**config.mk**
```make
export PLATFORM = sky130hd
export DESIGN_NAME = wdp_ctrl
export DESIGN_NICKNAME = d
export VERILOG_FILES = /design/src/design/wdp_pkg.sv /design/src/design/wdp_ctrl.sv
export SDC_FILE = /design/constraint.sdc
export NUM_CORES = 1
export LEC_CHECK = 0
export BUFFER_PORTS_ARGS = -buffer_cell sky130_fd_sc_hd__buf_4
export CORE_AREA = 2 2 39 41
export CTS_BUF_LIST = sky130_fd_sc_hd__clkbuf_4
export DETAILED_ROUTE_END_ITERATION = 16
export DIE_AREA = 0 0 41 43
export SETUP_SLACK_MARGIN = 0.02
export SLEW_MARGIN = 25
export SYNTH_ARGS = -nofsm -noshare
export SYNTH_HDL_FRONTEND = slang
export SYNTH_SLANG_ARGS = --single-unit
```
**constraint.sdc**
```tcl
create_clock -name clk -period 1.1 [get_ports clk]
set_clock_uncertainty 0.1 [all_clocks]
set_input_delay 0.275 -clock clk [delete_from_list [all_inputs] [get_ports clk]]
set_output_delay 0.275 -clock clk [all_outputs]
set_load 0.1 [all_outputs]
```
**src/design/wdp_pkg.sv**
```systemverilog
// Package: shared constants, types and helper functions of the windowed dot plot cell.
`timescale 1ns / 1ps
package wdp_pkg;

    // Sizes of the sequence stores and of the compare window
    localparam int MAX_LEN    = 4096;
    localparam int MAX_WINDOW = 32;

    // Field and register widths
    localparam int ADDR_W  = $clog2(MAX_LEN);
    localparam int POS_W   = 12;
    localparam int LEN_W   = 13;
    localparam int WIN_W   = 6;
    localparam int ALLOW_W = 5;
    localparam int SYM_W   = 8;
    localparam int CNT_W   = 6;
    localparam int SUM_W   = CNT_W + 1;

    // Configuration port
    localparam int PADDR_W = 4;
    localparam int PDATA_W = 32;

    typedef logic [POS_W-1:0]   pos_t;
    typedef logic [LEN_W-1:0]   len_t;
    typedef logic [WIN_W-1:0]   win_t;
    typedef logic [ALLOW_W-1:0] allow_t;
    typedef logic [SYM_W-1:0]   sym_t;
    typedef logic [CNT_W-1:0]   cnt_t;

    // Item operation codes
    typedef enum logic [1:0] {
        MODE_LOAD_A = 2'd0,
        MODE_LOAD_B = 2'd1,
        MODE_QUERY  = 2'd2,
        MODE_NONE   = 2'd3
    } mode_t;

    // Register indexes on the configuration port
    typedef enum logic [1:0] {
        REG_LENGTH_A  = 2'd0,
        REG_LENGTH_B  = 2'd1,
        REG_WINDOW    = 2'd2,
        REG_ALLOWANCE = 2'd3
    } reg_idx_t;

    // Commands from the controller to the datapath
    typedef struct packed {
        logic load_a;
        logic load_b;
        logic start;
        logic issue;
        logic publish;
    } wdp_cmd_t;

    // Status from the datapath to the controller
    typedef struct packed {
        logic cont;
    } wdp_sts_t;

    // Limit a sequence length to the store depth
    function automatic len_t clamp_len(input len_t len);
        clamp_len = (len > LEN_W'(MAX_LEN)) ? LEN_W'(MAX_LEN) : len;
    endfunction

    // Limit the window to the largest supported size
    function automatic win_t clamp_win(input win_t win);
        clamp_win = (win > WIN_W'(MAX_WINDOW)) ? WIN_W'(MAX_WINDOW) : win;
    endfunction

endpackage

```
**src/design/wdp_ctrl.sv**
```systemverilog
// Controller: state machine that sequences loads and window compares.
`timescale 1ns / 1ps
module wdp_ctrl
(
    input  logic              clk,
    input  logic              rst_n,
    input  logic              item_valid,
    input  wdp_pkg::mode_t    item_mode,
    output logic              item_ready,
    output logic              result_valid,
    input  logic              result_ready,
    input  wdp_pkg::wdp_sts_t sts,
    output wdp_pkg::wdp_cmd_t cmd
);
    import wdp_pkg::*;

    typedef enum logic [1:0] {
        ST_IDLE,
        ST_RUN,
        ST_DONE
    } state_t;

    state_t state_reg;
    state_t state_next;
    logic   out_valid_reg;
    logic   out_valid_next;
    logic   accept;

    // Take items only while no query is in flight
    assign item_ready   = (state_reg == ST_IDLE);
    assign accept       = item_valid && item_ready;
    assign result_valid = out_valid_reg;

    // Decode commands
    always_comb
    begin
        cmd.load_a  = accept && (item_mode == MODE_LOAD_A);
        cmd.load_b  = accept && (item_mode == MODE_LOAD_B);
        cmd.start   = accept && (item_mode == MODE_QUERY);
        cmd.issue   = (state_reg == ST_RUN) && sts.cont;
        cmd.publish = (state_reg == ST_DONE) && (!out_valid_reg || result_ready);
    end

    // Next state and output flag
    always_comb
    begin
        state_next = state_reg;
        case (state_reg)
            ST_IDLE:
            begin
                if (cmd.start)
                    state_next = ST_RUN;
            end
            ST_RUN:
            begin
                if (!sts.cont)
                    state_next = ST_DONE;
            end
            ST_DONE:
            begin
                if (cmd.publish)
                    state_next = ST_IDLE;
            end
            default:
            begin
                state_next = ST_IDLE;
            end
        endcase

        if (cmd.publish)
            out_valid_next = 1'b1;
        else if (result_ready)
            out_valid_next = 1'b0;
        else
            out_valid_next = out_valid_reg;
    end

    // Hold state and the result valid flag
    always_ff @(posedge clk or negedge rst_n)
    begin
        if (!rst_n)
        begin
            state_reg     <= ST_IDLE;
            out_valid_reg <= 1'b0;
        end
        else
        begin
            state_reg     <= state_next;
            out_valid_reg <= out_valid_next;
        end
    end

endmodule

```
# Word-level counts from Yosys, hierarchy flattened
# Index checks and enable logic that the tools add are counted.
[totals]
rom_bits = 0
mem_count = 0
latchBits = 0
output_inout_bits = 7
mem_bits_rw = 0
regBits = 3
[classes]
n_div = 0
bitwise = 0
shift = 0
n_addsub = 0
n_reduce_logical = 12
magnitude_cmp = 0
n_mul = 0
n_mux = 6
eq_ne = 7
[op_table]
columns = ["cell", "n"]
rows = [
  ["$logic_and 1x1->1", 6],
  ["$mux 2", 3],
  ["$pmux 2 s3", 1],
  ["$eq 2x1->1 const B", 2],
  ["$eq 2x2->1 const B", 2],
  ["$logic_not 2->1", 2],
  ["$ne 2x2->1 const B", 2],
  ["$reduce_and 3->1", 1],
  ["$mux 1", 2],
  ["$ne 2x1->1 const B", 1],
  ["$reduce_bool 2->1", 1],
  ["$logic_not 1->1", 1],
  ["$logic_or 1x1->1", 1],
]

# Logic depth before layout (Yosys ltp)
# Gate-level depths: netlist of the first run.
[depth]
depth_word = 5
depth_mapped = 3

# Least setup slack after synthesis of the first run
# OpenSTA, ideal clock, no wires.
[synth_path]
kind = "flip-flop to output port"
start = "reg state_reg[0]"
end = "out cmd[3] (netlist name)"
setup_slack_ns = -1.506
required_time_ns = 0.725
path_stages_with_launch = 3
arrival_time_ns = 2.231
path_cell_list = "dfrtp_1 > nor2_2 > and4b_1"
[synth_lines]
columns = ["item", "line", "text"]
rows = [
  ["from (decl)", "wdp_ctrl.sv:23", "state_t state_reg;"],
  ["from (signal assigned)", "wdp_ctrl.sv:88", "state_reg <= state_next;"],
  ["to (decl)", "wdp_ctrl.sv:13", "output wdp_pkg::wdp_cmd_t cmd"],
]

==> run_results.csv, run 1 <==
group,metric,value,unit
power_and_ir_drop,combinationalPowerShare,46.5,%
worst_setup_path,path_cells,"nor2_4 -> and4b_4 -> buf_12",
clock_tree,clk_latency,0.24,ns
global_route,grt_start_max_net_pins,5,
placed_design,post-dp-hpwl,392,um
placed_design,place_inst,49,
timing,worst_slew_pin_slew,0.165,ns
power_and_ir_drop,max-vdd-ir-drop,713,uV
timing,clock.fmax,0.615,GHz
routing,postRouteWirelength,584,um
global_route,grt.total_usage,9.84,%
worst_setup_path,cp-end-kind,"primary output",
global_route,antenna_found_initial,0,
timing,setup_tns,-3.11,ns
clock_tree,cts_tree,"built",
status,status,"complete, but fails checks",
synthesis,syn-num-nets,24,
worst_setup_path,cp_max_fo,4,
finish,synthToLayoutAreaGrowth,177,%
timing,whs,0.113,ns
routing,num_vias,220,
finish,fillers,148,
worst_setup_path,cpPeakStageDelay,0.42,ns
synthesis,netlist_instances,17,
floorplanning,die_x,41,um
worst_setup_path,worstPathArrival,1.25,ns
power_and_ir_drop,power.leakage,0.238,nW
power_and_ir_drop,swShare,39.3,%
routing,drc,0,
worst_setup_path,cp-start-kind,"register",
power_and_ir_drop,power_frac_clock,33.5,%
synthesis,synth-seq-cells,3,
timing,fin_crit,1.63,ns
floorplanning,core_area,1380,sq um
placed_design,io_buffer_count,13,
finish,insertedDiodeCount,0,
power_and_ir_drop,intPower,0.420,mW
min_path,hold_path.class,"in -> reg",
worst_setup_path,critical_path_required,0.72,ns
worst_setup_path,critPathKind,"reg -> out",
worst_setup_path,reg2reg_slack,0.01,ns
global_route,grt_pass1_wl,1.01,mm
floorplanning,die-area,1760,sq um
synthesis,yosysSeqAreaShare,42.9,%
power_and_ir_drop,p_sw,0.271,mW
timing,setup_viol,7,
timing,setup_slack,-0.527,ns
finish,stdcell_count,55,
timing,period_share,148,%
routing,first_pass_iters,2,
timing,rsz0062_at_grt,"true",
floorplanning,die-height,43,um
global_route,grt_pass1_vias,257,
synthesis,ys_warn_count,0,
finish,drive_gt1_share,76.9,%
clock_tree,cts_root_buf,"clkbuf_4",
clock_tree,htree_levels,1,
synthesis,synth_area,175,sq um
finish,final_common_cell,"buf_4",
timing,slew_headroom,89.0,%
finish,final_nets,47,
clock_tree,numClockSinks,3,
routing,wire_per_inst,10.6,um
power_and_ir_drop,powerDensity,1420,nW/um^2
floorplanning,num_rows,14,
timing,hold_viol,0,
power_and_ir_drop,power_frac_seq,20.0,%
timing,drv_slew,0,
job,maxCapViolCount,0,
routing,ant_nets,0,
clock_tree,clockBufferDepth,2,
finish,largest_reg_flops,2,
clock_tree,numCtsBuffers,3,
clock_tree,clk_pin_slew_worst_paths,0.04,ns
routing,vias_per_cell,4.00,
synthesis,yosysUniqueCellTypes,12,
finish,mostFrequentLayoutCells,"buf_4, buf_12, clkbuf_4",
worst_setup_path,worst_path_max_delay_cell,"dfrtp_1",
synthesis,syn_area_per_cell,10.3,sq um
floorplanning,ios,14,
routing,drtIter0Drc,1,
global_route,grt_remaining_overflow,0,
placed_design,place.gp.congestion,0.614,
status,violations,"negative setup slack",
floorplanning,initial_utilization,12.7,%
[repair_timing]
item,4_1_cts,5_1_grt
setup endpoints to repair,8,9
cloned,0,0
hold endpoints to repair,3,0
pin swaps,0,4
buffers inserted,1,0
hold buffers,1,0
gates resized for setup,21,0
[cell usage after synthesis]
| library cell | instances | area share, % |
|---|---|---|
| nor2b_1 | 1 | 3.6 |
| inv_1 | 1 | 2.1 |
| and4b_1 | 2 | 11 |
| nand2_1 | 1 | 2.1 |
| and4_1 | 1 | 5.0 |
| dfrtp_1 | 3 | 43 |
| a41o_1 | 1 | 5.7 |
| buf_4 | 1 | 4.3 |
| and3b_1 | 1 | 5.0 |
| nor2_2 | 1 | 3.6 |
| o22ai_1 | 1 | 3.6 |
| nand2b_1 | 3 | 11 |
[cell type report]
type | instances | area, sq um | share of cell area (%)
multi-input combinational | 12 | 120 | 24.7
sequential | 3 | 78.8 | 16.2
tap | 16 | 20.0 | 4.12
clock buffer | 4 | 30.0 | 6.19
timing repair buffer | 19 | 233 | 47.9
inverter | 1 | 3.75 | 0.773
[stage by stage]
step | util, % | cell area (sq um) | power (mW) | setup WS [ns]
final | 35.1 | 485 | 0.691 | -0.527
after global routing | 35.1 | 485 | 0.735 | -0.591
after CTS | 35.1 | 485 | 0.708 | -0.536
after detailed placement | 25.3 | 350 | 0.393 | -0.363
after global placement | 25.3 | 350 | 0.392 | -0.349
after floorplan | - | 223 | 0.331 | -0.798
[critical path: cells and delay by family (launching register included)]
family	cells	cell delay (ns)
buffers and inverters	1	0.17
flip-flops	1	0.42
AND/OR/NAND/NOR	2	0.42
[final timing paths]
check                              from            to  cells past startpoint
max in group asynchronous         rst_n  result_valid                      2
min reg2reg                state_reg[0]  state_reg[1]                      2
max reg2reg                state_reg[0]  state_reg[1]                      3
min                                 sts  state_reg[1]                      2
max                        state_reg[1]        cmd[3]                      3
min in group asynchronous         rst_n  state_reg[1]                      2
[layer usage]
layer	global-route usage, %	share of wire [%]
met5	0	0
met3	9.95	15
met4	8.00	3.8
met2	10.9	44
met1	10.3	38
[logic make-up after synthesis]
kind of cell           synth area share [%]
AO/OA/AOI/OAI                          9.29
buffers and inverters                  6.43
flip-flops                             42.9
AND/OR/NAND/NOR                        41.4
[power groups by stage]
stage / sequential (mW) / clock (mW) / combinational (mW)
2_1_floorplan: 0.167 / 0 / 0.164
3_3_place_gp: 0.137 / 0 / 0.255
3_5_place_dp: 0.137 / 0 / 0.255
4_1_cts: 0.138 / 0.247 / 0.322
5_1_grt: 0.140 / 0.260 / 0.335
6_report: 0.138 / 0.232 / 0.321
(Power assumes the default switching activity.)
==> run 2, diff against run 1 <==
Settings changed: CORE_AREA 2 2 39 41 to 3 3 40 42, DIE_AREA 0 0 41 43 to 0 0 43 45, SETUP_SLACK_MARGIN 0.02 to 0.2.
==> run_results.csv, run 2 (synthesis results as in run 1) <==
group,metric,value,unit
placed_design,place.gp.congestion,0.638,
routing,first_pass_iters,2,
routing,wire_per_inst,10.6,um
floorplanning,ios,14,
power_and_ir_drop,total_power,0.687,mW
worst_setup_path,cpPeakStageDelay,0.41,ns
finish,insertedDiodeCount,0,
finish,final_nets,49,
global_route,grt_pass1_wl,1.10,mm
worst_setup_path,path_cells,"nor2_4 -> and4b_4 -> buf_12",
power_and_ir_drop,p_sw,0.264,mW
clock_tree,cts_setup_buffers,0,
global_route,grtUsageMet2,12.0,%
finish,fillers,127,
status,status,"complete, but fails checks",
worst_setup_path,cp-start-kind,"register",
timing,worst_slew_pin_slew,0.152,ns
finish,largest_reg_flops,2,
timing,drv_slew,0,
global_route,grt_start_max_net_pins,6,
finish,regArea,80.1,sq um
finish,final_common_cell,"buf_4",
power_and_ir_drop,max-vdd-ir-drop,601,uV
min_path,hold_path.class,"in -> reg",
placed_design,post-dp-hpwl,407,um
power_and_ir_drop,combinationalPowerShare,47.3,%
timing,rsz0062_at_grt,"true",
worst_setup_path,cp_max_fo,5,
floorplanning,num_rows,13,
timing,setup_viol,9,
timing,slew_headroom,89.8,%
global_route,met1_usage,7.99,%
routing,num_vias,215,
finish,synthToLayoutAreaGrowth,186,%
clock_tree,cts_root_buf,"clkbuf_4",
timing,fin_crit,1.61,ns
finish,stdcell_area,500,sq um
routing,postRouteWirelength,593,um
clock_tree,clk_latency,0.24,ns
floorplanning,die-height,45,um
worst_setup_path,worstPathArrival,1.24,ns
floorplanning,initial_utilization,13.6,%
clock_tree,numClockSinks,3,
global_route,grt_remaining_overflow,0,
clock_tree,numCtsBuffers,3,
finish,mostFrequentLayoutCells,"buf_4, buf_12, clkbuf_4, and4b_4, nand2b_1",
routing,ant_nets,0,
clock_tree,cts_tree,"built",
clock_tree,htree_levels,1,
finish,drive_gt1_share,80.5,%
global_route,grt.total_usage,8.51,%
power_and_ir_drop,power_frac_clock,32.6,%
finish,final_util,38.9,%
routing,drc,0,
job,maxCapViolCount,0,
power_and_ir_drop,power.leakage,0.247,nW
clock_tree,clockBufferDepth,2,
routing,drtIter0Drc,1,
power_and_ir_drop,powerDensity,1370,nW/um^2
timing,hold_viol,0,
timing,setup_slack,-0.511,ns
global_route,grtUsageMet3,9.16,%
power_and_ir_drop,swShare,38.5,%
status,violations,"negative setup slack",
global_route,antenna_found_initial,0,
finish,multi_input_area,120,sq um
worst_setup_path,cp-end-kind,"primary output",
timing,clock.fmax,0.621,GHz
routing,vias_per_cell,3.84,
floorplanning,die-area,1940,sq um
placed_design,io_buffer_count,13,
floorplanning,core_area,1280,sq um
timing,whs,0.123,ns
floorplanning,die_x,43,um
placed_design,place_area,372,sq um
power_and_ir_drop,intPower,0.423,mW
worst_setup_path,worst_path_max_delay_cell,"dfrtp_1",
worst_setup_path,critPathKind,"reg -> out",
clock_tree,clk_pin_slew_worst_paths,0.04,ns
global_route,grt-busiest-layer,"met2",
global_route,grt_pass1_vias,252,
timing,period_share,146,%
worst_setup_path,critical_path_required,0.72,ns
power_and_ir_drop,power_frac_seq,20.2,%
[run 2: cell count changes in the layout (fill, tap and decap cells not counted)]
cell and delta:
buf_4 +2, dfrtp_1 -1, dfrtp_2 +1
[run 2: power by group through the flow]
stage / combinational [mW] / sequential, mW / clock, mW
2_1_floorplan: 0.164 / 0.167 / 0
3_5_place_dp: 0.265 / 0.137 / 0
6_report: 0.325 / 0.138 / 0.223
4_1_cts: 0.325 / 0.138 / 0.238
5_1_grt: 0.339 / 0.141 / 0.243
3_3_place_gp: 0.266 / 0.136 / 0
[run 2: routing by layer]
| metal | wire length (um) | vias to the layer above |
|---|---|---|
| met5 | 0 | - |
| met4 | 0 | 0 |
| met3 | 98 | 0 |
| met2 | 255 | 13 |
| met1 | 239 | 93 |
| li1 | - | 109 |
[run 2: area by class of cell]
| class | instances | share of cell area, % |
|---|---|---|
| repair buffers | 21 | 49.5 |
| inverters | 1 | 0.750 |
| multi-input cells | 12 | 24.0 |
| flip-flops and latches | 3 | 16.0 |
| well taps | 15 | 3.75 |
| clock buffers | 4 | 6.00 |
[run 2: critical path: cells and delay by family (launching register included)]
family / cells / cell delay [ns]
buffers and inverters: 1 / 0.17
flip-flops: 1 / 0.41
AND/OR/NAND/NOR: 2 / 0.42
[run 2: path summary, 6_finish.rpt]
kind                              start            to  slack (ns)  depth (start not counted)
setup / recovery           state_reg[0]        cmd[4]       -0.51                          3
hold / removal                      sts  state_reg[1]        0.12                          2
setup reg to reg           state_reg[0]  state_reg[0]       -0.09                          3
hold reg to reg            state_reg[1]  state_reg[1]        0.52                          2
max in group asynchronous         rst_n  result_valid        0.51                          2
min in group asynchronous         rst_n  state_reg[1]        0.28                          2
[run 2: timing repair]
item,in CTS,in global routing
hold buffers,1,0
endpoints found under the hold margin,3,0
pin swaps,1,1
cloned,0,0
endpoints found under the setup margin,10,10
gates resized for setup,21,1
[run 2: stage by stage]
stage	cells	setup slack, ns	setup TNS, ns
2_1_floorplan	17	-0.798	-3.44
3_3_place_gp	51	-0.344	-1.83
3_5_place_dp	51	-0.356	-1.91
4_1_cts	56	-0.536	-3.24
5_1_grt	56	-0.576	-3.57
6_report	56	-0.511	-3.07
==> run 3, diff against run 2 <==
Settings changed: CTS_BUF_LIST sky130_fd_sc_hd__clkbuf_4 to default.
Clock period 1.1 ns to 1.55 ns, I/O delays scaled along.
==> run_results.csv, run 3 (synthesis results as in run 1) <==
group,metric,value,unit
status,status,"complete, but fails checks",
status,violations,"negative setup slack",
routing,postRouteWirelength,557,um
placed_design,io_buffer_count,13,
clock_tree,clk_pin_slew_worst_paths,0.04,ns
power_and_ir_drop,powerDensity,991,nW/um^2
timing,whs,0.229,ns
finish,final_nets,45,
floorplanning,die-height,45,um
floorplanning,initial_utilization,13.6,%
routing,wire_per_inst,10.7,um
min_path,hold_depth,2,
placed_design,place_area,334,sq um
worst_setup_path,cp-start-kind,"register",
worst_setup_path,cpPeakStageDelay,0.41,ns
clock_tree,clk_latency,0.23,ns
placed_design,place.gp.congestion,0.593,
global_route,grt_pass1_vias,224,
routing,drtIter0Drc,2,
routing,num_vias,205,
global_route,grt.total_usage,7.01,%
job,maxCapViolCount,0,
clock_tree,numClockSinks,3,
floorplanning,core_area,1280,sq um
timing,fin_crit,1.74,ns
timing,period_share,112,%
power_and_ir_drop,total_power,0.463,mW
clock_tree,cts_tree,"built",
timing,clock.fmax,0.575,GHz
placed_design,pre_cts_slack,-0.0256,ns
finish,final_common_cell,"buf_4",
timing,setup_viol,6,
routing,first_pass_iters,4,
worst_setup_path,worst_path_max_delay_cell,"dfrtp_1",
clock_tree,clockBufferDepth,2,
clock_tree,numCtsBuffers,3,
finish,largest_reg_flops,2,
power_and_ir_drop,power.leakage,0.224,nW
finish,final_util,36.3,%
worst_setup_path,critical_path_required,1.06,ns
timing,setup_tns,-0.851,ns
global_route,antenna_found_initial,0,
min_path,hold_path.class,"in -> reg",
timing,drv_slew,0,
timing,setup_slack,-0.190,ns
worst_setup_path,critPathKind,"reg -> out",
finish,synthToLayoutAreaGrowth,166,%
global_route,grt_remaining_overflow,0,
worst_setup_path,r2r_cells,2,
floorplanning,ios,14,
timing,hold_viol,0,
power_and_ir_drop,max-vdd-ir-drop,438,uV
clock_tree,htree_levels,1,
floorplanning,die_x,43,um
finish,drive_gt1_share,75.7,%
routing,ant_nets,0,
worst_setup_path,worstPathArrival,1.25,ns
floorplanning,die-area,1940,sq um
finish,insertedDiodeCount,0,
placed_design,place_inst,46,
timing,slew_headroom,89.2,%
clock_tree,cts_root_buf,"clkbuf_4",
global_route,grt_pass1_wl,966,um
finish,stdcell_count,52,
worst_setup_path,cp-end-kind,"primary output",
finish,mostFrequentLayoutCells,"buf_4, buf_12, clkbuf_4, and4b_4, nand2b_1",
routing,drc,0,
routing,vias_per_cell,3.94,
worst_setup_path,cp_max_fo,5,
floorplanning,num_rows,13,
finish,stdcell_area,467,sq um
worst_setup_path,path_cells,"nor2_4 -> and4b_4 -> buf_12",
finish,fillers,133,
global_route,grt_start_max_net_pins,6,
timing,rsz0062_at_grt,"true",
timing,worst_slew_pin_slew,0.162,ns
==> run 3: cell count changes in the layout (fill, tap and decap cells not counted) <==
cell / before / now
clkbuf_4: 4 / 3
buf_4: 13 / 9
clkbuf_1: 0 / 1
==> run 3: final timing paths <==
path	startpoint	end	slack (ns)
worst max-delay path	state_reg[0]	cmd[4]	-0.19
worst min-delay path	sts	state_reg[1]	0.23
worst max register to register	state_reg[0]	state_reg[0]	0.44
worst min register to register	result_valid	result_valid	0.48
max in group asynchronous	rst_n	result_valid	0.86
min in group asynchronous	rst_n	state_reg[1]	0.38
==> run 3: layout make-up <==
cell class / instances / area [sq um] / area share [%]
clock buffers: 4 / 26.3 / 5.63
well taps: 15 / 18.8 / 4.02
inverters: 1 / 3.75 / 0.804
flip-flops and latches: 3 / 80.1 / 17.2
multi-input cells: 12 / 120 / 25.7
repair buffers: 17 / 218 / 46.6
==> run 3: metal layers <==
layer | routed length, um | share of wire (%) | track usage (%)
met5 | 0 | 0 | 0
met3 | 105 | 19 | 7.97
met4 | 0 | 0 | 0
met2 | 254 | 46 | 10.5
met1 | 197 | 35 | 7.02
==> run 3: timing repair <==
action,in CTS,in global routing
hold buffers,1,0
pin swaps,0,1
gates resized for setup,21,1
endpoints found under the setup margin,7,7
endpoints found under the hold margin,3,0
setup buffers,1,0
==> run 3: report_power, final <==
| part | internal (mW) | total (mW) | switching [mW] |
|---|---|---|---|
| clock network | 0.0967 | 0.140 | 0.0432 |
| registers | 0.0880 | 0.0984 | 0.0103 |
| logic | 0.0925 | 0.224 | 0.132 |
==> run 3: critical path, delay by kind of cell (launching register included) <==
kind                   cells  cell delay [ns]
buffers and inverters      1             0.17
flip-flops                 1             0.41
AND/OR/NAND/NOR            2             0.43
